--- config.mk ---
export PLATFORM = sky130hd
export DESIGN_NAME = srol_queue
export DESIGN_NICKNAME = d
export VERILOG_FILES = /design/src/hdl/assert_macros.svh /design/src/hdl/srol_pkg.sv /design/src/hdl/srol_queue.sv
export SDC_FILE = /design/constraint.sdc
export NUM_CORES = 1
export LEC_CHECK = 0
export ABC_AREA = 1
export BUFFER_PORTS_ARGS = -buffer_cell sky130_fd_sc_hd__buf_2
export CORE_UTILIZATION = 49
export DETAILED_ROUTE_END_ITERATION = 10
export PLACE_DENSITY_LB_ADDON = 0.3
export SLEW_MARGIN = 20
export SYNTH_ARGS = -nofsm -noshare
export SYNTH_HDL_FRONTEND = slang
export SYNTH_SLANG_ARGS = --single-unit
--- constraint.sdc ---
create_clock -name clk -period 1.7 [get_ports clk]
set_clock_uncertainty 0.2 [all_clocks]
set_input_delay 0.255 -clock clk [delete_from_list [all_inputs] [get_ports clk]]
set_output_delay 0.255 -clock clk [all_outputs]
set_load 0.02 [all_outputs]
--- src/hdl/assert_macros.svh ---
// assertion macros shared by the octave level design
// expects clk and arst_n in the scope of use
`ifndef ASSERT_MACROS_SVH
`define ASSERT_MACROS_SVH

// same-cycle implication
`define SROL_ASSERT_IMP(label, ante, cons, msg) \
	label: assert property (@(posedge clk) disable iff (!arst_n) (ante) |-> (cons)) \
		else $error(msg);

// next-cycle implication
`define SROL_ASSERT_NXT(label, ante, cons, msg) \
	label: assert property (@(posedge clk) disable iff (!arst_n) (ante) |=> (cons)) \
		else $error(msg);

`endif

--- src/hdl/srol_pkg.sv ---
// types and constants for the sliding range octave level block
// no dependencies
package srol_pkg;

	typedef enum logic [3:0] {
		F_IDLE,
		F_SCAN,
		F_OCT,
		F_DIV,
		F_POST1,
		F_POST2,
		F_POST3,
		F_POST4,
		F_POST5,
		F_PUSH
	} front_state_t;

	typedef struct packed {
		logic full;
		logic empty;
	} q_stat_t;

	localparam int WL_W = 9;
	localparam logic [WL_W-1:0] WINDOW_RESET = 9'd64;
	localparam int REG_W = 32;
	localparam logic REG_WINDOW_LENGTH = 1'b0;

	// binary fractal odd factors and their thresholds in whole price units
	localparam int M_W = 12;
	localparam logic [M_W-1:0] FRAC_M5 = 12'd3125;
	localparam logic [M_W-1:0] FRAC_M4 = 12'd625;
	localparam logic [M_W-1:0] FRAC_M3 = 12'd125;
	localparam logic [M_W-1:0] FRAC_M2 = 12'd25;
	localparam int FRAC_T5 = 25000;
	localparam int FRAC_T4 = 2500;
	localparam int FRAC_T3 = 250;

	localparam int G_W = 5;
	localparam int GUARD = 5;

	localparam logic [3:0] LEVEL_FIRST = 4'd0;
	localparam logic [3:0] LEVEL_LAST = 4'd12;

endpackage

--- src/hdl/srol_queue.sv ---
// two-entry queue between the front and the back
// uses srol_pkg
module srol_queue #(
	parameter int W = 8
) (
	input  logic              clk,
	input  logic              arst_n,
	input  logic              push,
	input  logic [W-1:0]      din,
	input  logic              pop,
	output logic [W-1:0]      dout,
	output srol_pkg::q_stat_t q_stat
);

	logic [W-1:0] mem_q [2];
	logic         wr_q;
	logic         rd_q;
	logic [1:0]   cnt_q;

	always_ff @(posedge clk or negedge arst_n) begin
		if (!arst_n) begin
			wr_q  <= 1'b0;
			rd_q  <= 1'b0;
			cnt_q <= 2'd0;
		end else begin
			if (push) wr_q <= ~wr_q;
			if (pop) rd_q <= ~rd_q;
			if (push && !pop) cnt_q <= cnt_q + 2'd1;
			else if (pop && !push) cnt_q <= cnt_q - 2'd1;
		end
	end

	always_ff @(posedge clk) begin
		if (push) mem_q[wr_q] <= din;
	end

	assign dout         = mem_q[rd_q];
	assign q_stat.full  = cnt_q == 2'd2;
	assign q_stat.empty = cnt_q == 2'd0;

endmodule

* After elaboration in Yosys (flattened, before gate mapping)
Memory sizes are Yosys's and may differ from the RTL's.
Cells that the tools add are included.
** Cells by class
- Equal/unequal tests :: 1
- Muxes and demuxes :: 4
- Reduce and logical (&&, ||, !) cells :: 6
- Bitwise logic cells :: 2
- Add/sub/neg operators :: 2
** Operators with widths (number)
- $mux W2 :: 2
- $add A2 B1 Y2 const B :: 1
- $eq A2 B2 Y1 const B :: 1
- $logic_and A1 B1 Y1 :: 2
- $logic_not A1 Y1 :: 2
- $logic_not A2 Y1 :: 1
- $mux W1 :: 2
- $not A1 Y1 :: 2
- $reduce_bool A2 Y1 :: 1
- $sub A2 B1 Y2 const B :: 1
** Storage, ports and cells
- Memories kept :: 1
- Logic and storage cells :: 19
- Input port bits :: 12
- Flip-flop bits (word level) :: 4
- Bits in writable memories :: 16
- Output and inout bits :: 10
** Memory list
- mem_q :: words 2, bits a word 8, rd ports 1, clocked after memory_dff 0, write ports 1, RTL line srol_queue.sv:15 : logic [W-1:0] mem_q [2];

* Longest topological paths before layout
Gate-level depths: netlist (run 1).
- Word-level depth :: 4
- Depth in mapped cells :: 7
- Gate-level depth less buffers :: 7

* Least setup slack after synthesis (run 1)
OpenSTA, ideal clock, no wires.
- Path kind :: flip-flop to flip-flop
- Start point :: register wr_q
- End point :: memory mem_q[0][0], enable pin
- Cell stages (with the launch flop) :: 2
- Slack :: 357 ps
- Setup time :: 370 ps
- Path buffers :: 0
- Arrival time :: 773 ps
- Required time :: 1130 ps
- Period minus slack after synthesis :: 1343 ps
- Path through :: dfrtp_1 > nor2_1
** RTL lines
- start: declaration :: RTL line srol_queue.sv:16 : logic wr_q;
- start signal: assignment :: RTL line srol_queue.sv:26 : if (push) wr_q <= ~wr_q;
- end: declaration :: RTL line srol_queue.sv:15
No word-level cell before the write port.

* Final worst setup path (run 1)
- Start point :: register rd_q
- End point :: output port dout[7]
** On the way
- Longest elaborated chain between the ends :: 1
** RTL lines
- start: declaration :: RTL line srol_queue.sv:17 : logic rd_q;
- start signal: assignment :: RTL line srol_queue.sv:27 : if (pop) rd_q <= ~rd_q;
- $mem_v2 Z2 W8
- end: declaration :: RTL line srol_queue.sv:11 : output logic [W-1:0] dout,
Every way passes these cells.

==> out/metrics.csv, run 1 <==
metric,value,unit
setup_viol,8,
route.met2.wl,836,um
overflow,0,
drtIter0Drc,4,
vias,511,
cts_max_level,1,
cp_max_fo,5,
wl_per_cell,14.5,um
drtAntennaViolNets,0,
ir_drop,0.836,mV
die_area,1840,um2
p_per_area,1540,nW/um2
place_ws,0.0886,ns
cts.sinks,20,
die_h,42.9,um
syn_inst,50,
synthesis.nets,63,
finalInstanceArea,1160,um2
rows,14,
grt_max_degree,12,
io_buffers,21,
path_clk_slew,0.10,ns
crit_start,rd_q,
drive_above_1_share,0.416,
hold_path.class,primary input to async pin,
antennaDiodeCount,0,
violations,negative setup slack,
clockRootBuffer,clkbuf_4,
dp_hpwl,961,um
boundaryPins,22,
ys_types,12,
ys_ff_latch,20,
met3_length,53,um
top_layer_used,met4,
r2r_start,wr_q,
syn_area,818,um2
place_congestion,0.722,
period_minus_slack,1.75,ns
viasPerCell,4.87,
drt_pre_antenna_iters,4,
core_region_area,1540,um2
grt_setup_unrepaired,true,
outcome,"complete, but fails checks",
ys_warn_count,0,
fp.dieW,42.9,um
p_leak,0.524,nW
period_share,1.03,
required,1.24,ns
syn_avg_cell_area,16.4,um2
cts_buffers,3,
placed_area,940,um2
start_util,0.531,
grt_pass1_vias,500,
synthToLayoutAreaGrowth,41.4,%
multiInputGateArea,200,um2
drc,0,
startpoint_type,register,
hold_ws,0.119,ns
grt_pass1_wl,2480,um
max_cap_violations,0,
finalMaxSlewViolations,0,
worst_pin_slew,0.338,ns
fmax,0.570,GHz
antenna_found_initial,0,
endpoint_kind,output pin,
nFillCells,104,
timing.final.hold_violations,0,
fin_nets,103,
cts_tree,done,
path_class,register to output pin,
slew_headroom,0.775,
met1Wirelength,596,um
clock_latency,0.30,ns
r2r_slack,0.46,ns
tns,-0.359,ns
regArea,582,um2
setup_ws,-0.0535,ns
cts_max_path_buffers,2,
grt.total_usage,0.205,
ys_seq_area_frac,0.709,
wl,1520,um
cp_data_arrival_time,1.30,ns
==> cell families (layout without fill, tap and decap cells) <==
kind of cell | Yosys count | count (layout) | synth area share
simple gates | 10 | 10 | 0.0505
xor+xnor | 3 | 3 | 0.0321
flops | 20 | 20 | 0.709
buf+inv | 8 | 47 | 0.0459
mux | 8 | 8 | 0.147
fa+ha+maj | 1 | 1 | 0.0153
==> cells in the final DEF, fill, tap and decap left out, drive strengths merged <==
| master | netlist | layout |
|---|---|---|
| edfxtp | 16 | 16 |
| nand2 | 5 | 5 |
| nand4 | 1 | 1 |
| clkbuf | 0 | 3 |
| nor2 | 3 | 3 |
| buf | 1 | 25 |
| dfrtp | 4 | 4 |
| ha | 1 | 1 |
| dlygate4sd3 | 0 | 11 |
| inv | 7 | 7 |
| clkinv | 0 | 1 |
| xor2 | 2 | 2 |
| xnor2 | 1 | 1 |
| nand3 | 1 | 1 |
| mux2 | 8 | 8 |
==> report_power, final <==
group / total, W / switching (W) / internal [W] / leakage [nW]
clock: 0.000220 / 0.000135 / 0.0000856 / 0.0154
combinational: 0.000815 / 0.000381 / 0.000434 / 0.313
sequential: 0.000741 / 0.0000731 / 0.000668 / 0.196
total: 0.00178 / 0.000589 / 0.00119 / 0.524
==> layout make-up <==
type / instances / share of cell area
sequential: 20 / 0.503
inverter: 7 / 0.0227
timing repair buffer: 36 / 0.262
clock buffer: 3 / 0.0195
multi-input combinational: 22 / 0.173
tap: 16 / 0.0173
clock inverter: 1 / 0.00324
==> registers in the layout, indices dropped and copies added (netlist names) <==
register	cells
cnt_q	2
rd_q	1
mem_q	16
wr_q	1
==> critical path, cell delays in order, from the launching register on <==
cell and delay, ns:
dfrtp_2 0.43, buf_6 0.14, mux2_4 0.30, buf_6 0.13
==> worst paths after layout <==
check	endpoint	cells after the start
worst min-delay path	wr_q	2
min in group clk	wr_q	1
max in group asynchronous	rd_q	2
worst min register to register	wr_q	1
worst max register to register	mem_q[1][4]	2
worst max-delay path	dout[7]	3
==> through the flow <==
stage,utilization,total power [W],instances
6_report,0.751,0.00178,105
5_1_grt,0.751,0.00188,105
4_1_cts,0.751,0.00178,105
3_3_place_gp,0.610,0.00132,87
2_1_floorplan,-,0.00119,50
3_5_place_dp,0.610,0.00135,87
==> synth_stat cells <==
| cell | number | share of area |
|---|---|---|
| nand3_1 | 1 | 0.0061 |
| buf_6 | 1 | 0.014 |
| ha_1 | 1 | 0.015 |
| edfxtp_1 | 16 | 0.59 |
| nand4_1 | 1 | 0.0077 |
| xor2_1 | 2 | 0.021 |
| nand2_1 | 5 | 0.023 |
| nor2_1 | 3 | 0.014 |
| inv_1 | 7 | 0.032 |
| dfrtp_1 | 4 | 0.12 |
| xnor2_1 | 1 | 0.011 |
| mux2_4 | 8 | 0.15 |
==> what timing repair did <==
action / in CTS / in global routing
resized for setup: 20 / 0
endpoints found under the hold margin: 22 / 0
endpoints found under the setup margin: 8 / 8
setup buffers: 3 / 0
hold buffers: 11 / 0
==> metal layers <==
| metal | global-route usage | vias to the layer above |
|---|---|---|
| met5 | 0 | - |
| met4 | 0.131 | 0 |
| met3 | 0.0638 | 4 |
| met2 | 0.342 | 16 |
| met1 | 0.221 | 242 |
| li1 | - | 249 |
No activity file was read; power rests on OpenSTA's default activity.
==> inputs of run 2 (changes only) <==
--- a/config.mk
+++ b/config.mk
@@ -7,7 +7,9 @@
 export LEC_CHECK = 0
 export ABC_AREA = 1
 export BUFFER_PORTS_ARGS = -buffer_cell sky130_fd_sc_hd__buf_2
-export CORE_UTILIZATION = 49
+export CELL_PAD_IN_SITES_DETAIL_PLACEMENT = 1
+export CELL_PAD_IN_SITES_GLOBAL_PLACEMENT = 2
+export CORE_UTILIZATION = 34
 export DETAILED_ROUTE_END_ITERATION = 10
 export PLACE_DENSITY_LB_ADDON = 0.3
 export SLEW_MARGIN = 20
==> run 2 against run 1 <==
Against the previous run:
- the run still ends with negative setup slack left
- register-to-register slack better by 0.04 ns
- worst hold slack lost 0.050 ns
- design area rose by 3.6%
- clock power rose by 75%
- power increased by 8.5%
- critical endpoint is now dout[0]
- largest cell class unchanged
- largest power group unchanged
==> out/metrics.csv, run 2 (synthesis results as in run 1) <==
metric,value,unit
cp_max_fo,5,
fp.dieW,51.1,um
p_per_area,1610,nW/um2
drtAntennaViolNets,0,
io_buffers,21,
place_congestion,0.707,
endpoint_kind,output pin,
reg_top3,"mem_q: 16 flops, cnt_q: 2 flops",
cts_max_path_buffers,2,
met3_length,54,um
start_util,0.366,
timing.final.hold_violations,0,
dp_hpwl,888,um
cp_data_arrival_time,1.32,ns
finalMaxSlewViolations,0,
cts_max_level,1,
wl_per_cell,12.3,um
regArea,582,um2
worst_pin_slew,0.301,ns
setup_ws,-0.0706,ns
boundaryPins,22,
outcome,"complete, but fails checks",
dp_cells,99,
grt_max_degree,13,
grt.total_usage,0.134,
synthToLayoutAreaGrowth,46.5,%
violations,negative setup slack,
drive_above_1_share,0.427,
final_common_cell,edfxtp_1,
fin_nets,103,
grt_setup_unrepaired,true,
largest_register_ffs,16,
die_h,51.1,um
multiInputGateArea,200,um2
power,0.00193,W
cts_buffers,3,
grt_pass1_vias,510,
setup_viol,8,
most-common-layout-cells,"16 x edfxtp_1, 13 x buf_2, 11 x dlygate4sd3_1, 10 x buf_6, 8 x mux2_4",
antenna_found_initial,0,
clockRootBuffer,clkbuf_4,
path_class,register to output pin,
vias,497,
rows,17,
hold_path.class,primary input to async pin,
stdcell_count,117,
cts_tree,done,
cts.sinks,20,
period_share,1.04,
met1Wirelength,604,um
antennaDiodeCount,0,
overflow,0,
period_minus_slack,1.77,ns
viasPerCell,4.25,
clock_latency,0.30,ns
drtIter0Drc,2,
slew_headroom,0.799,
grt_pass1_wl,2240,um
fmax,0.565,GHz
max_cap_violations,0,
nFillCells,236,
tns,-0.468,ns
route.met2.wl,729,um
core_region_area,2230,um2
required,1.24,ns
fin_util,0.537,
wl,1440,um
top_layer_used,met4,
drc,0,
hold_ws,0.0690,ns
drt_pre_antenna_iters,2,
path_clk_slew,0.11,ns
die_area,2610,um2
startpoint_type,register,
regMostFlops,mem_q,
ir_drop,0.792,mV
p_leak,0.537,nW
-- run 2: area by class of cell --
cell class                      instances  area share
Clock buffer                            3      0.0188
Clock inverter                          1      0.0251
Inverter                                7      0.0219
Multi-Input combinational cell         22       0.167
Sequential cell                        20       0.485
Tap cell                               28      0.0292
Timing Repair Buffer                   36       0.253
-- run 2: critical path: stages (launching register included) --
cell,delay (ns)
dfrtp_2,0.43
buf_6,0.14
mux2_4,0.30
buf_6,0.13
-- run 2: what timing repair did --
item	in CTS	in global routing
hold endpoints to repair	22	0
pin swaps	0	0
buffers inserted	3	0
endpoints found under the setup margin	8	8
hold buffers	11	0
resized for setup	20	0
-- run 2: through the flow --
step,cell area [um2],worst slack [ns]
5_1_grt,1200,-0.123
6_report,1200,-0.0706
3_3_place_gp,955,0.0840
3_5_place_dp,955,0.0744
2_1_floorplan,818,0.357
4_1_cts,1200,-0.0708
-- run 2: final timing paths --
check                      startpoint  slack, ns           to  cells after the start
max                              rd_q      -0.07      dout[0]                      3
min                            arst_n       0.07     cnt_q[0]                      2
max reg2reg                      wr_q       0.50  mem_q[1][7]                      2
min reg2reg                      wr_q       0.30         wr_q                      1
max in group asynchronous      arst_n       1.10         rd_q                      2
min in group clk                 wr_q       0.30         wr_q                      1
-- run 2: power breakdown --
group / switching, W / internal [W] / total [W] / leakage (nW)
Sequential: 0.0000657 / 0.000667 / 0.000733 / 0.196
Combinational: 0.000375 / 0.000434 / 0.000809 / 0.313
Clock: 0.000147 / 0.000238 / 0.000385 / 0.0279
Total: 0.000587 / 0.00134 / 0.00193 / 0.537
-- run 2: per-layer routing --
metal | GRT usage | vias to the layer above
li1 | - | 248
met1 | 0.140 | 232
met2 | 0.221 | 13
met3 | 0.0357 | 4
met4 | 0.111 | 0
met5 | 0 | -
==> inputs of run 3 (changes only) <==
--- a/config.mk
+++ b/config.mk
@@ -9,7 +9,7 @@
 export BUFFER_PORTS_ARGS = -buffer_cell sky130_fd_sc_hd__buf_2
 export CELL_PAD_IN_SITES_DETAIL_PLACEMENT = 1
 export CELL_PAD_IN_SITES_GLOBAL_PLACEMENT = 2
-export CORE_UTILIZATION = 34
+export CORE_UTILIZATION = 31
 export DETAILED_ROUTE_END_ITERATION = 10
 export PLACE_DENSITY_LB_ADDON = 0.3
 export SLEW_MARGIN = 20
==> run 3 against run 2 <==
Against the previous run:
- the run still ends with negative setup slack left
- sequential share of layout area up 0.98 points
- combinational power down 0.9%
- wire length down 0.28%
- design area down 2.0%
- die area up 9.3%
- power down 8.3%
- cell count up 1.7%
- count of clock-buffer cells in the layout up 1
- critical path depth unchanged
- first-iteration DRC count unchanged
- via count up 1.4%
- critical endpoint is now dout[1]
- largest cell class unchanged
- highest routed layer unchanged
==> out/metrics.csv, run 3 (synthesis results as in run 1) <==
metric,value,unit
grt_pass1_vias,511,
endpoint_kind,output pin,
final_common_cell,edfxtp_1,
p_per_area,1500,nW/um2
io_buffers,21,
crit_buf_inv,2,
largest_register_ffs,16,
synthToLayoutAreaGrowth,43.6,%
grt_setup_unrepaired,true,
viasPerCell,4.24,
nFillCells,267,
drt_pre_antenna_iters,4,
tns,-0.444,ns
period_share,1.04,
fp.dieW,53.4,um
drtAntennaViolNets,0,
cts_max_level,1,
outcome,"complete, but fails checks",
drc,0,
placed_area,957,um2
crit_top_cell,buf_6,
drive_above_1_share,0.416,
cp_data_arrival_time,1.31,ns
wl,1430,um
crit_path_cell_trace,buf_6 > mux2_4 > buf_6,
fmax,0.565,GHz
finalMaxSlewViolations,0,
period_minus_slack,1.77,ns
antenna_found_initial,0,
place_congestion,0.685,
start_util,0.330,
clock_latency,0.29,ns
timing.final.hold_violations,0,
startpoint_type,register,
die_h,53.4,um
grt_max_degree,12,
cts_buffers,3,
clockRootBuffer,clkbuf_4,
cts_max_path_buffers,2,
cp_max_fo,5,
crit_family,flip-flops,
r2r_slack,0.46,ns
cts_tree,done,
regArea,582,um2
cts.sinks,20,
overflow,0,
most-common-layout-cells,"16 x edfxtp_1, 13 x buf_2, 11 x dlygate4sd3_1, 10 x buf_6, 8 x mux2_4",
violations,negative setup slack,
boundaryPins,22,
reg_top3,"mem_q: 16 flops, cnt_q: 2 flops",
rows,18,
drtIter0Drc,2,
dp_hpwl,898,um
vias,504,
fin_nets,103,
core_region_area,2480,um2
regMostFlops,mem_q,
slew_headroom,0.775,
required,1.24,ns
multiInputGateArea,200,um2
setup_viol,8,
die_area,2850,um2
grt_pass1_wl,2250,um
grt.total_usage,0.120,
max_cap_violations,0,
finalInstanceArea,1170,um2
hold_path.class,primary input to async pin,
path_clk_slew,0.11,ns
ir_drop,0.788,mV
slowest_delay,0.44,ns
worst_pin_slew,0.337,ns
path_class,register to output pin,
antennaDiodeCount,0,
p_leak,0.524,nW
crit_path_top_delay_cell,dfrtp_2,
wl_per_cell,12.1,um
setup_ws,-0.0693,ns
run 3: changes by cell type in the layout (fill, tap and decap cells not counted), sizes merged:
cell | previous run | this run
bufinv | 1 | 0
clkbuf | 3 | 4
run 3: repair_timing:
action / CTS / global route
hold buffers: 11 / 0
resized for setup: 20 / 0
endpoints found under the setup margin: 8 / 8
endpoints found under the hold margin: 22 / 0
setup buffers: 3 / 0
run 3: where the power goes:
group	leakage (nW)	internal, W	switching (W)
clock	0.0150	0.0000913	0.000139
combinational	0.313	0.000434	0.000368
sequential	0.196	0.000667	0.0000685
run 3: worst paths after layout:
path | from | to | depth (start not counted)
min in group clk | wr_q | wr_q | 1
min reg2reg | wr_q | wr_q | 1
max | rd_q | dout[1] | 3
min | arst_n | rd_q | 2
max in group asynchronous | arst_n | rd_q | 2
max reg2reg | wr_q | mem_q[1][4] | 2
run 3: final cells by class:
| type | instances | area share |
|---|---|---|
| multi-input cells | 22 | 0.170 |
| repair buffers | 36 | 0.258 |
| well taps | 30 | 0.0319 |
| inverters | 7 | 0.0224 |
| clock buffers | 4 | 0.0224 |
| flip-flops and latches | 20 | 0.495 |
run 3: through the flow:
stage | setup WS [ns] | std cells | power (W) | util | hold slack (ns)
final | -0.0693 | 119 | 0.00177 | 0.474 | 0.0737
after floorplan | 0.357 | 50 | 0.00119 | - | -0.241
after CTS | -0.0594 | 119 | 0.00178 | 0.474 | 0.0710
after global placement | 0.0809 | 101 | 0.00134 | 0.386 | -0.133
after global routing | -0.111 | 119 | 0.00188 | 0.474 | 0.0720
after detailed placement | 0.0868 | 101 | 0.00134 | 0.386 | -0.133
run 3: metal layers:
metal / track usage / share of wire / vias up
li1: - / - / 250
met1: 0.142 / 0.44 / 236
met2: 0.198 / 0.51 / 14
met3: 0.0259 / 0.034 / 4
met4: 0.0658 / 0.016 / 0
met5: 0 / 0 / -
