$ cat src/hdl/assert_macros.svh
// assertion macros shared by the octave level design
// expects clk and arst_n in the scope of use
`ifndef ASSERT_MACROS_SVH
`define ASSERT_MACROS_SVH

// same-cycle implication
`define SROL_ASSERT_IMP(label, ante, cons, msg) \
	label: assert property (@(posedge clk) disable iff (!arst_n) (ante) |-> (cons)) \
		else $error(msg);

// next-cycle implication
`define SROL_ASSERT_NXT(label, ante, cons, msg) \
	label: assert property (@(posedge clk) disable iff (!arst_n) (ante) |=> (cons)) \
		else $error(msg);

`endif

$ cat src/hdl/srol_pkg.sv
// types and constants for the sliding range octave level block
// no dependencies
package srol_pkg;

	typedef enum logic [3:0] {
		F_IDLE,
		F_SCAN,
		F_OCT,
		F_DIV,
		F_POST1,
		F_POST2,
		F_POST3,
		F_POST4,
		F_POST5,
		F_PUSH
	} front_state_t;

	typedef struct packed {
		logic full;
		logic empty;
	} q_stat_t;

	localparam int WL_W = 9;
	localparam logic [WL_W-1:0] WINDOW_RESET = 9'd64;
	localparam int REG_W = 32;
	localparam logic REG_WINDOW_LENGTH = 1'b0;

	// binary fractal odd factors and their thresholds in whole price units
	localparam int M_W = 12;
	localparam logic [M_W-1:0] FRAC_M5 = 12'd3125;
	localparam logic [M_W-1:0] FRAC_M4 = 12'd625;
	localparam logic [M_W-1:0] FRAC_M3 = 12'd125;
	localparam logic [M_W-1:0] FRAC_M2 = 12'd25;
	localparam int FRAC_T5 = 25000;
	localparam int FRAC_T4 = 2500;
	localparam int FRAC_T3 = 250;

	localparam int G_W = 5;
	localparam int GUARD = 5;

	localparam logic [3:0] LEVEL_FIRST = 4'd0;
	localparam logic [3:0] LEVEL_LAST = 4'd12;

endpackage

$ cat src/hdl/srol_lvl_if.sv
// level output channel: valid/ready with level index, value and last flag
// depends on nothing
interface srol_lvl_if #(parameter int PRICE_BITS = 40);
	logic                       valid;
	logic                       ready;
	logic [3:0]                 level_index;
	logic signed [PRICE_BITS:0] level_value;
	logic                       last_level;

	modport source (output valid, output level_index, output level_value, output last_level,
		input ready);
	modport sink (input valid, input level_index, input level_value, input last_level,
		output ready);
endinterface

$ cat src/hdl/srol_back.sv
// back: walks the 13 grid levels of one queued bar and rounds each to the price grid
// uses srol_pkg and srol_lvl_if
module srol_back #(
	parameter int PRICE_BITS = 40
) (
	input  logic                          clk,
	input  logic                          arst_n,
	input  srol_pkg::q_stat_t             q_stat,
	output logic                          pop,
	input  logic [PRICE_BITS+1:0]         head_mi,
	input  logic signed [PRICE_BITS+21:0] head_base,
	input  logic signed [PRICE_BITS+21:0] head_step,
	input  logic [srol_pkg::G_W-1:0]      head_g,
	srol_lvl_if.source                    lvl
);

	localparam int P  = PRICE_BITS;
	localparam int SW = P + 22;
	localparam int GW = srol_pkg::G_W;
	localparam logic signed [SW-1:0] LV_MAX = {{(SW-P){1'b0}}, {P{1'b1}}};
	localparam logic signed [SW-1:0] LV_MIN = {{(SW-P){1'b1}}, {P{1'b0}}};

	logic                 busy_q, out_vld_q, out_last_q, emit;
	logic [3:0]           idx_q, out_idx_q;
	logic signed [SW-1:0] w_q, step_q, half, rnd, tot, sat;
	logic [P+1:0]         a_q;
	logic [GW-1:0]        g_q;
	logic signed [P:0]    out_val_q;

	assign pop  = !busy_q && !q_stat.empty;
	assign emit = busy_q && (!out_vld_q || lvl.ready);

	// round half up: add half an lsb then floor
	assign half = (g_q == '0) ? '0 : (SW'(1) << (g_q - GW'(1)));
	assign rnd  = (w_q + half) >>> g_q;
	assign tot  = rnd + $signed(SW'(a_q));
	assign sat  = (tot > LV_MAX) ? LV_MAX : ((tot < LV_MIN) ? LV_MIN : tot);

	always_ff @(posedge clk or negedge arst_n) begin
		if (!arst_n) begin
			busy_q    <= 1'b0;
			out_vld_q <= 1'b0;
			idx_q     <= srol_pkg::LEVEL_FIRST;
		end else begin
			if (pop) begin
				busy_q <= 1'b1;
				idx_q  <= srol_pkg::LEVEL_FIRST;
			end else if (emit) begin
				idx_q <= idx_q + 4'd1;
				if (idx_q == srol_pkg::LEVEL_LAST) busy_q <= 1'b0;
			end
			if (emit) out_vld_q <= 1'b1;
			else if (lvl.ready) out_vld_q <= 1'b0;
		end
	end

	always_ff @(posedge clk) begin
		if (pop) begin
			a_q    <= head_mi;
			w_q    <= head_base;
			step_q <= head_step;
			g_q    <= head_g;
		end else if (emit) begin
			w_q <= w_q + step_q;
		end
		if (emit) begin
			out_idx_q  <= idx_q;
			out_val_q  <= sat[P:0];
			out_last_q <= idx_q == srol_pkg::LEVEL_LAST;
		end
	end

	assign lvl.valid       = out_vld_q;
	assign lvl.level_index = out_idx_q;
	assign lvl.level_value = out_val_q;
	assign lvl.last_level  = out_last_q;

endmodule

$ cat src/flat_wrapper.sv
// flat-port wrapper written by rule: the top's interface ports become plain ports
module srol_back_flat 
#(
	parameter int PRICE_BITS = 40
)
  (clk, arst_n, q_stat, pop, head_mi, head_base, head_step, head_g, lvl_valid, lvl_level_index, lvl_level_value, lvl_last_level, lvl_ready);
  srol_lvl_if #(.PRICE_BITS(PRICE_BITS)) lvl_i ();
  input  logic clk;
  input  logic arst_n;
  input  srol_pkg::q_stat_t q_stat;
  output logic pop;
  input  logic [PRICE_BITS+1:0] head_mi;
  input  logic signed [PRICE_BITS+21:0] head_base;
  input  logic signed [PRICE_BITS+21:0] head_step;
  input  logic [srol_pkg::G_W-1:0] head_g;
  output wire logic [$bits(lvl_i.valid)-1:0] lvl_valid;
  output wire logic [$bits(lvl_i.level_index)-1:0] lvl_level_index;
  output wire logic [$bits(lvl_i.level_value)-1:0] lvl_level_value;
  output wire logic [$bits(lvl_i.last_level)-1:0] lvl_last_level;
  input wire logic [$bits(lvl_i.ready)-1:0] lvl_ready;
  assign lvl_valid = lvl_i.valid;
  assign lvl_level_index = lvl_i.level_index;
  assign lvl_level_value = lvl_i.level_value;
  assign lvl_last_level = lvl_i.last_level;
  assign lvl_i.ready = lvl_ready;
  srol_back #(.PRICE_BITS(PRICE_BITS)) u_core (.clk(clk), .arst_n(arst_n), .q_stat(q_stat), .pop(pop), .head_mi(head_mi), .head_base(head_base), .head_step(head_step), .head_g(head_g), .lvl(lvl_i));
endmodule
$ cat config.mk
export PLATFORM = sky130hd
export DESIGN_NAME = srol_back_flat
export DESIGN_NICKNAME = d
export VERILOG_FILES = /design/src/hdl/assert_macros.svh /design/src/hdl/srol_pkg.sv /design/src/hdl/srol_lvl_if.sv /design/src/hdl/srol_back.sv /design/src/flat_wrapper.sv
export SDC_FILE = /design/constraint.sdc
export NUM_CORES = 1
export LEC_CHECK = 0
export ABC_AREA = 1
export BUFFER_PORTS_ARGS = -buffer_cell sky130_fd_sc_hd__buf_2
export CORE_MARGIN = 1
export CORE_UTILIZATION = 45
export CTS_CLUSTER_SIZE = 12
export DETAILED_ROUTE_END_ITERATION = 12
export PLACE_DENSITY = 0.6
export RECOVER_POWER = 100
export SLEW_MARGIN = 20
export SYNTH_ARGS = -nofsm -noshare
export SYNTH_HDL_FRONTEND = slang
export SYNTH_SLANG_ARGS = --single-unit
$ cat constraint.sdc
create_clock -name clk -period 19.3 [get_ports clk]
set_input_delay 3.86 -clock clk [delete_from_list [all_inputs] [get_ports clk]]
set_output_delay 3.86 -clock clk [all_outputs]
set_load 0.02 [all_outputs]
* Yosys cells after proc, flatten, opt, wreduce, memory -nomap -nowiden
Cells that the tools add are included.
** Storage, ports and cells
- Bits in registers :: 223
- Output and inout port bits :: 48
- Logic and storage cells :: 42
** Operators by class
- $add $sub $neg :: 5
- Order comparisons :: 2
- Equality and inequality tests :: 1
- Shift operators :: 2
- Multiplexer cells :: 11
- Reduce and logical (&&, ||, !) cells :: 11
** Operators with widths (number)
- two-way mux 62 bit :: 3
- adder 62 bit :: 2
- adder 62 x 43 -> 62 bit :: 1
- > comparator 62 x 41 -> 1 bit (second input constant) :: 1
- < comparator 62 x 41 -> 1 bit (second input constant) :: 1
- left shift 1 x 5 -> 62 bit (first input constant) :: 1
- >>> shifter 62 x 5 -> 62 bit :: 1
- two-way mux 41 bit :: 1
- two-way mux 4 bit :: 2
- nonzero test 2 bit :: 3
- zero test 5 bit :: 1
- two-way mux 1 bit :: 5
- subtractor 5 x 1 -> 5 bit (second input constant) :: 1
- adder 4 x 1 -> 4 bit (second input constant) :: 1
- == test 4 bit (second input constant) :: 1
- zero test 1 bit :: 3
- logical AND 1 bit :: 2
- AND reduction 2 bit :: 1
- logical OR 1 bit :: 1

* Depth between registers and ports, before layout
Gate-level depths: netlist of the first run.
- Depth after elaboration :: 8
- Gate-level depth with buffers :: 60

* Worst setup path before layout of the first run
No wires, ideal clock.
- Path type :: input to output
- Start point :: in q_stat[0] (netlist name)
- End point :: out pop
- Arrival time :: 7.513 ns
- Required time :: 15.440 ns
- Path slack :: 7.927 ns
- Cell stages on the path :: 2
- Buffers on the path :: 1
- Path through :: nor2_1 -> clkbuf_1
** Between the ends
- Cells in the longest elaborated chain, start to end :: 2
** RTL lines
- start, declared :: line flat_wrapper.sv:10 : input srol_pkg::q_stat_t q_stat;
- zero test 1 bit :: line srol_back.sv:30 : assign pop = !busy_q && !q_stat.empty;
- logical AND 1 bit :: line srol_back.sv:30
- end, declared :: line flat_wrapper.sv:11 : output logic pop;
Every way passes these cells.

* Worst setup path after layout of the first run
- Start point :: reg u_core.g_q[0]
- End point :: reg u_core.out_val_q[3] (netlist: u_core.lvl.level_value[3]) (data pin)
** Between the ends
- Cells in the longest elaborated chain, start to end :: 8
- Elaborated cells between the ends (all ways) :: 10
- Those cells by class :: 3 x add/sub; 2 x order compare; 2 x shift; 2 x mux; 1 x reduce/logical
** RTL lines
- start, declared :: line srol_back.sv:27 : logic [GW-1:0] g_q;
- start signal, assigned :: line srol_back.sv:62 : g_q <= head_g;
- subtractor 5 x 1 -> 5 bit :: line srol_back.sv:34 : assign half = (g_q == '0) ? '0 : (SW'(1) << (g_q - GW'(1)));
- left shift 1 x 5 -> 62 bit :: line srol_back.sv:34
- two-way mux 62 bit :: line srol_back.sv:34
- adder 62 bit :: line srol_back.sv:35 : assign rnd = (w_q + half) >>> g_q;
- >>> shifter 62 x 5 -> 62 bit * :: line srol_back.sv:35
- adder 62 x 43 -> 62 bit * :: line srol_back.sv:36 : assign tot = rnd + $signed(SW'(a_q));
- < comparator 62 x 41 -> 1 bit :: line srol_back.sv:37 : assign sat = (tot > LV_MAX) ? LV_MAX : ((tot < LV_MIN) ? LV_MIN : tot);
- two-way mux 41 bit :: line srol_back.sv:37
- end signal, assigned :: line srol_back.sv:68 : out_val_q <= sat[P:0];
- end, declared :: line srol_back.sv:28 : logic signed [P:0] out_val_q;
Mark *: on every way between the ends. The rest lies on a longest branch, timed or not.
A chain may end at the register's enable or synchronous reset.

==> summary.md, run 1 <==
- status: finished, violations left
- violated checks: capacitance limit, slew limit
- Worst Hold Launch: u_core.lvl.valid
- most common cell after layout, fill and taps aside: nand2_1
- maximum fanout encountered on the critical timing path: 64
- hpwl dp: 60,700 um
- pin count of the biggest net entering global routing: 80
- path type of the worst min-delay path: flop to flop
- Highest Clock Rate: 91.5 MHz
- cell count after synthesis: 3,447
- leakage dissipation: 0.0121 uW
- detailed-route wire length: 73,000 um
- antenna violations before repair: 0
- Worst path max stage delay: 940 ps
- Detailed Routing Iterations Pass 1: 6
- net count after synthesis: 3,765
- average instance area after synthesis: 6.61 um2
- most used cell along the critical path: nand2_1
- setup TNS: 0 ps
- headroom to the max-slew limit: -1.57
- share of cell area taken by muxes after synthesis: 0.0158
- max-slew violation count: 421
- global router's overall resource usage: 0.283
- initial standard-cell utilization of the core: 0.455
- setup-violating endpoint count in the final report: 0
- setup repair after global routing missed its margin: no
- Mapped Area: 0.0228 mm2
- Power Dens Cells: 145 mW/mm2
- Post-CTS Setup Inserts: 0
- clock transition at the registers of the reported paths: 60 ps
- Syn-to-layout area delta: 10.7%
- fraction of the mapped netlist area in adder cells: 0.0790
- area fraction in and, or, nand and nor cells after synthesis: 0.353
- synthesized-area fraction occupied by ao, oa, aoi and oai cells: 0.122
- sequential fraction of the synthesis area: 0.293
- top library cells by usage in the layout, fill and taps aside: nand2_1, inv_1, nand3_1, nor2_1, edfxtp_1
- cell count after placement: 4,264
- count of nets left with antenna violations after detail routing: 0
- fin crit share: 0.567
- DRC errors left: 0
- floorplan die height: 227 um
- Core ar.: 0.0501 mm2
- total gr overflow: 0
- number of standard-cell rows in the floorplan: 82
- worst endpoint required time: 19,570 ps
- clk sinks: 223
- total number of nets in the final design: 3,939
- ratio of cells with drive above 1 in the final layout: 0.0958
- filler instances: 5,267
- IO Pins: 224
- minimum period implied by the final worst setup slack: 10,930 ps
- type of destination of the critical path: flop
- number of library cell types mapped by synthesis: 57
- Post-Route Skew: 12.4 ps
- type of the worst setup path: flop to flop
- number of synthesized flops with an enable pin: 217
- number of H-tree levels: 1
- number of instances on the worst hold path: 2
- transition time at the pin with the least slew margin: 3850 ps
- routed vias: 22,900
- clock buffer count from CTS: 27
- Antenna Diode Count: 0
- share of synthesized registers carrying an async set or reset: 0.0269
- count of port buffers added during placement: 222
- number of buffers on the longest clock path: 3
- main flop type after synthesis: edfxtp_1
- Die Footprint: 0.0515 mm2
- signal arrival time at the worst endpoint: 11,200 ps
- maximum vdd ir drop: 0.000104 V
- source of the worst register-to-register timing path: u_core.g_q[0]
- Finished Layout Cells: 4,314
- MaxCap Viol Count: 7
- via density per instance: 5.30
- length in cells of the worst reg-to-reg path: 47
- reg-to-reg slack, setup: 8370 ps
- number of storage elements in the synthesis netlist: 223
- nature of the critical path startpoint: flop
- post-synth top area share: 0.286
- post-CTS resize count: 0
- average wire length per cell after detail routing: 16.9 um
- Hold Path Sink: u_core.lvl.valid
- root cell of the clock tree: clkbuf_16
- reg2reg end: u_core.lvl.level_value[3]
- vias in the first global route: 21,700
- die width: 227 um
- initial drt markers: 1,468
- Yosys warning count: 0
- combinational family with the most area after synthesis: simple AND/OR/NAND/NOR gates
- Hold-fix buffers, CTS: 0
- number of failing hold endpoints at the final stage: 0
- weighted congestion reported at the end of routability-driven placement: 0.991
- post-synthesis cell type with the largest combined area: edfxtp_1
- Worst-Skew Late Latency: 570 ps
- XOR/XNOR Fraction of Synth Area: 0.0400
- top post-synthesis cells by area: edfxtp_1, nand2_1, ha_1
- CTS tree: yes
- cell at the slowest stage of the critical path: nand2_1
- global-route wire length before repair: 114,000 um
## report_power, final
| group | internal (uW) | switching, uW | total [uW] |
|---|---|---|---|
| logic | 734 | 1480 | 2220 |
| clock network | 310 | 206 | 516 |
| registers | 779 | 154 | 933 |
## area by class of cell
type | count | area, um2 | area share
inverter | 476 | 1790 | 0.0709
multi-input combinational | 2656 | 13900 | 0.551
clock inverter | 18 | 200 | 0.00794
sequential | 223 | 6670 | 0.264
tap | 672 | 841 | 0.0333
timing repair buffer | 237 | 1130 | 0.0450
clock buffer | 32 | 694 | 0.0275
## how the worst max path moves through the flow
| stage | start | depth (start not counted) | slack, ps | end |
|---|---|---|---|---|
| 2_1_floorplan | q_stat[0] | 2 | 7930 | pop |
| 3_5_place_dp | u_core.g_q[0] | 47 | 9930 | u_core.lvl.level_value[38] |
| 4_1_cts | u_core.g_q[0] | 47 | 9910 | u_core.lvl.level_value[38] |
| 6_report | u_core.g_q[0] | 47 | 8370 | u_core.lvl.level_value[3] |
| 5_1_grt | u_core.g_q[0] | 48 | 7160 | u_core.lvl.level_value[28] |
| 3_3_place_gp | u_core.g_q[0] | 47 | 9990 | u_core.lvl.level_value[38] |
## cell usage after synthesis (16+ instances only)
cell	count
a21oi_1	164
xor2_1	63
nand2_2	17
inv_1	454
o21ai_0	198
nor2_1	278
or2_2	36
inv_2	19
mux2i_1	36
edfxtp_1	217
nand3_1	339
xnor2_1	41
nand3_2	19
ha_1	139
a31oi_1	66
nor2_2	20
nand4_1	27
clkbuf_1	48
buf_1	20
nand2_1	1082
o211ai_1	18
nor3_1	16
## per-stage QoR
| step | hold WS, ps | worst slack (ps) | cell area (um2) | total power, uW | utilization |
|---|---|---|---|---|---|
| final | 497 | 8370 | 25200 | 3670 | 0.504 |
| after global routing | 521 | 7160 | 25200 | 4010 | 0.504 |
| after CTS | 496 | 9910 | 25300 | 3670 | 0.506 |
| after detailed placement | 482 | 9930 | 24400 | 3140 | 0.488 |
| after global placement | 472 | 9990 | 24400 | 3120 | 0.488 |
| after floorplan | 464 | 7930 | 22800 | 2530 | - |
## registers in the layout, indices dropped and copies added, names as in the netlist
name,cells
u_core.a_q,42
u_core.busy_q,1
u_core.g_q,5
u_core.idx_q,4
u_core.lvl.last_level,1
u_core.lvl.level_index,4
u_core.lvl.level_value,41
u_core.lvl.valid,1
u_core.step_q,62
u_core.w_q,62
## routing by layer
layer	global-route usage	routed length, um
met5	0	0
met4	0.0847	2300
met3	0.0239	3190
met2	0.477	33600
met1	0.385	34000
## logic make-up after synthesis
group	Yosys count
simple gates	1869
buf+inv	568
compound gates	504
flops	223
fa+ha+maj	142
xor+xnor	104
mux	36
other cells	1
## worst max-delay path: cells and delay by family, from the launching register on
kind	cells	cell delay, ps
buffers and inverters	6	1420
AO/OA/AOI/OAI	12	2680
adder cells (fa/ha/maj)	3	1110
AND/OR/NAND/NOR	25	4480
flip-flops	1	720
XOR/XNOR	1	170
(Power assumes the default switching activity.)
==> run 2, diff against run 1 <==
--- a/config.mk
+++ b/config.mk
@@ -5,13 +5,13 @@
 export SDC_FILE = /design/constraint.sdc
 export NUM_CORES = 1
 export LEC_CHECK = 0
-export ABC_AREA = 1
+export ABC_AREA = 0
 export BUFFER_PORTS_ARGS = -buffer_cell sky130_fd_sc_hd__buf_2
 export CORE_MARGIN = 1
 export CORE_UTILIZATION = 45
 export CTS_CLUSTER_SIZE = 12
 export DETAILED_ROUTE_END_ITERATION = 12
-export PLACE_DENSITY = 0.6
+export PLACE_DENSITY = 0.63
 export RECOVER_POWER = 100
 export SLEW_MARGIN = 20
 export SYNTH_ARGS = -nofsm -noshare
==> constraint.sdc (replaced) <==
create_clock -name clk -period 9 [get_ports clk]
set_input_delay 1.8 -clock clk [delete_from_list [all_inputs] [get_ports clk]]
set_output_delay 1.8 -clock clk [all_outputs]
set_load 0.02 [all_outputs]
==> run 2 against run 1 <==
Effect of this change: the run still ends with capacitance limit, slew limit left; critical endpoint is now u_core.lvl.level_value[16]; via count shrank 12%; sequential power grew 110%; clock skew grew 1.7 ps; clock power grew 110%.
==> summary.md, run 2 <==
- status: finished, violations left
- violated checks: capacitance limit, slew limit
- number of buffers on the longest clock path: 3
- root cell of the clock tree: clkbuf_16
- number of library cell types mapped by synthesis: 99
- number of H-tree levels: 1
- largest registers: u_core.step_q: 62 flops, u_core.w_q: 62 flops, u_core.a_q: 42 flops
- Post-Route Skew: 14.2 ps
- post-synthesis cell type with the largest combined area: edfxtp_1
- number of standard-cell rows in the floorplan: 78
- total gr overflow: 0
- most used cell along the critical path: o21ai_2
- main flop type after synthesis: edfxtp_1
- signal arrival time at the worst endpoint: 9230 ps
- CTS tree: yes
- initial standard-cell utilization of the core: 0.457
- fin crit share: 0.991
- count of buffer and inverter cells on the critical path: 7
- sequential fraction of the synthesis area: 0.321
- most common cell after layout, fill and taps aside: buf_4
- clk sinks: 223
- Worst-Skew Late Latency: 560 ps
- number of storage elements in the synthesis netlist: 223
- top post-synthesis cells by area: edfxtp_1, ha_1, mux2i_1
- average wire length per cell after detail routing: 18.9 um
- DRC errors left: 0
- initial drt markers: 1,241
- type of the worst setup path: flop to flop
- die width: 217 um
- count of nets left with antenna violations after detail routing: 0
- routed vias: 20,000
- Core ar.: 0.0455 mm2
- average instance area after synthesis: 8.95 um2
- cell count after synthesis: 2,321
- setup-violating endpoint count in the final report: 0
- headroom to the max-slew limit: -1.46
- antenna violations before repair: 0
- leakage dissipation: 0.0113 uW
- setup repair after global routing missed its margin: yes
- Hold WS: 501 ps
- post-synth top area share: 0.314
- floorplan die height: 217 um
- maximum vdd ir drop: 0.000184 V
- cell count after placement: 3,403
- clock buffer count from CTS: 26
- net count after synthesis: 2,639
- Yosys warning count: 0
- Finished Layout Cells: 3,496
- top library cells by usage in the layout, fill and taps aside: buf_4, edfxtp_1, nor2_1, nand2_1, a21oi_1
- hpwl dp: 51,500 um
- transition time at the pin with the least slew margin: 3690 ps
- number of failing hold endpoints at the final stage: 0
- most repeated cell in the gate-level netlist after synthesis: nor2_1
- global router's overall resource usage: 0.274
- maximum fanout encountered on the critical timing path: 6
- type of destination of the critical path: flop
- max-slew violation count: 342
- MaxCap Viol Count: 6
- count of port buffers added during placement: 222
- total number of nets in the final design: 3,195
- Power Dens Cells: 310 mW/mm2
- via density per instance: 5.73
- setup TNS: 0 ps
- number of synthesized flops with an enable pin: 217
- share of synthesized registers carrying an async set or reset: 0.0269
- minimum period implied by the final worst setup slack: 8920 ps
- cell at the slowest stage of the critical path: edfxtp_1
- Mapped Area: 0.0208 mm2
- Antenna Diode Count: 0
- nature of the critical path startpoint: flop
- Die Footprint: 0.0470 mm2
- worst endpoint required time: 9310 ps
- list of most frequent post-synthesis cells: nor2_1, edfxtp_1, nand2_1
- vias in the first global route: 19,700
- clock transition at the registers of the reported paths: 60 ps
- Worst path max stage delay: 540 ps
- IO Pins: 224
- detailed-route wire length: 66,200 um
- Syn-to-layout area delta: 30.4%
- global-route wire length before repair: 104,000 um
- ratio of cells with drive above 1 in the final layout: 0.304
- Highest Clock Rate: 112 MHz
- path type of the worst min-delay path: flop to flop
- pin count of the biggest net entering global routing: 70
- Detailed Routing Iterations Pass 1: 5
- weighted congestion reported at the end of routability-driven placement: 0.960
- CP delay by family, top: compound AO/OA/AOI/OAI gates
==> run 2: changes by cell type in the layout (fill, tap and decap cells not counted), moves of 68 or more <==
cell and delta:
a21o_1 +71, nor2_1 -68, nand3_1 -300, nand2_1 -881
inv_1 -419, o21ai_0 -76, buf_4 +379, mux2i_1 +73
==> run 2: worst paths after layout <==
path | from | end | slack [ps] | depth (start not counted)
max | u_core.g_q[4] | u_core.lvl.level_value[16] | 80 | 45
min | u_core.idx_q[3] | u_core.lvl.level_index[3] | 500 | 0
max reg2reg | u_core.g_q[4] | u_core.lvl.level_value[16] | 80 | 45
min reg2reg | u_core.idx_q[3] | u_core.lvl.level_index[3] | 500 | 0
max in group asynchronous | arst_n | u_core.idx_q[0] | 7590 | 1
min in group asynchronous | arst_n | u_core.idx_q[1] | 1140 | 1
==> run 2: logic make-up after synthesis <==
family                   count (synthesis)  share of synthesized area
multiplexers                           156                     0.0830
buffers and inverters                  161                     0.0335
AO/OA/AOI/OAI                          750                      0.240
adder cells (fa/ha/maj)                142                     0.0866
other                                    1                   0.000181
flip-flops                             223                      0.321
XOR/XNOR                               159                     0.0671
AND/OR/NAND/NOR                        729                      0.169
==> run 2: layer usage <==
layer | vias to the layer above | wire (um) | track usage
met5 | - | 0 | 0
met4 | 0 | 1670 | 0.0754
met3 | 102 | 3280 | 0.0302
met2 | 527 | 31600 | 0.471
met1 | 9544 | 29600 | 0.363
li1 | 9854 | - | -
==> run 2: area by class of cell <==
cell class / instances / area (um2)
fillers: 4030 / 18400
multi-input cells: 1937 / 14300
flip-flops and latches: 223 / 6670
repair buffers: 643 / 4350
well taps: 600 / 751
clock buffers: 30 / 666
clock inverters: 17 / 216
inverters: 46 / 174
==> run 2: power breakdown <==
part	switching, uW	internal (uW)	total [uW]
clock network	431	670	1100
logic	2920	2450	5370
registers	297	1620	1920
==> run 2: what timing repair did <==
action | CTS | global route
buffers inserted | 16 | 31
gates resized for setup | 83 | 154
endpoints found under the setup margin | 41 | 41
hold endpoints to repair | 0 | 0
pin swaps | 21 | 89
gates cloned | 1 | 1
hold buffers | 0 | 0
==> run 2: metrics by stage <==
step	total power, uW	instance area (um2)	setup WS [ps]	utilization
CTS	8170	26300	6.36	0.579
floorplan	5160	20800	10.4	-
detailed placement	6900	25000	-773	0.550
global route	9000	27100	-300	0.596
finish	8390	27100	81.5	0.596
global placement	6790	25000	-514	0.550
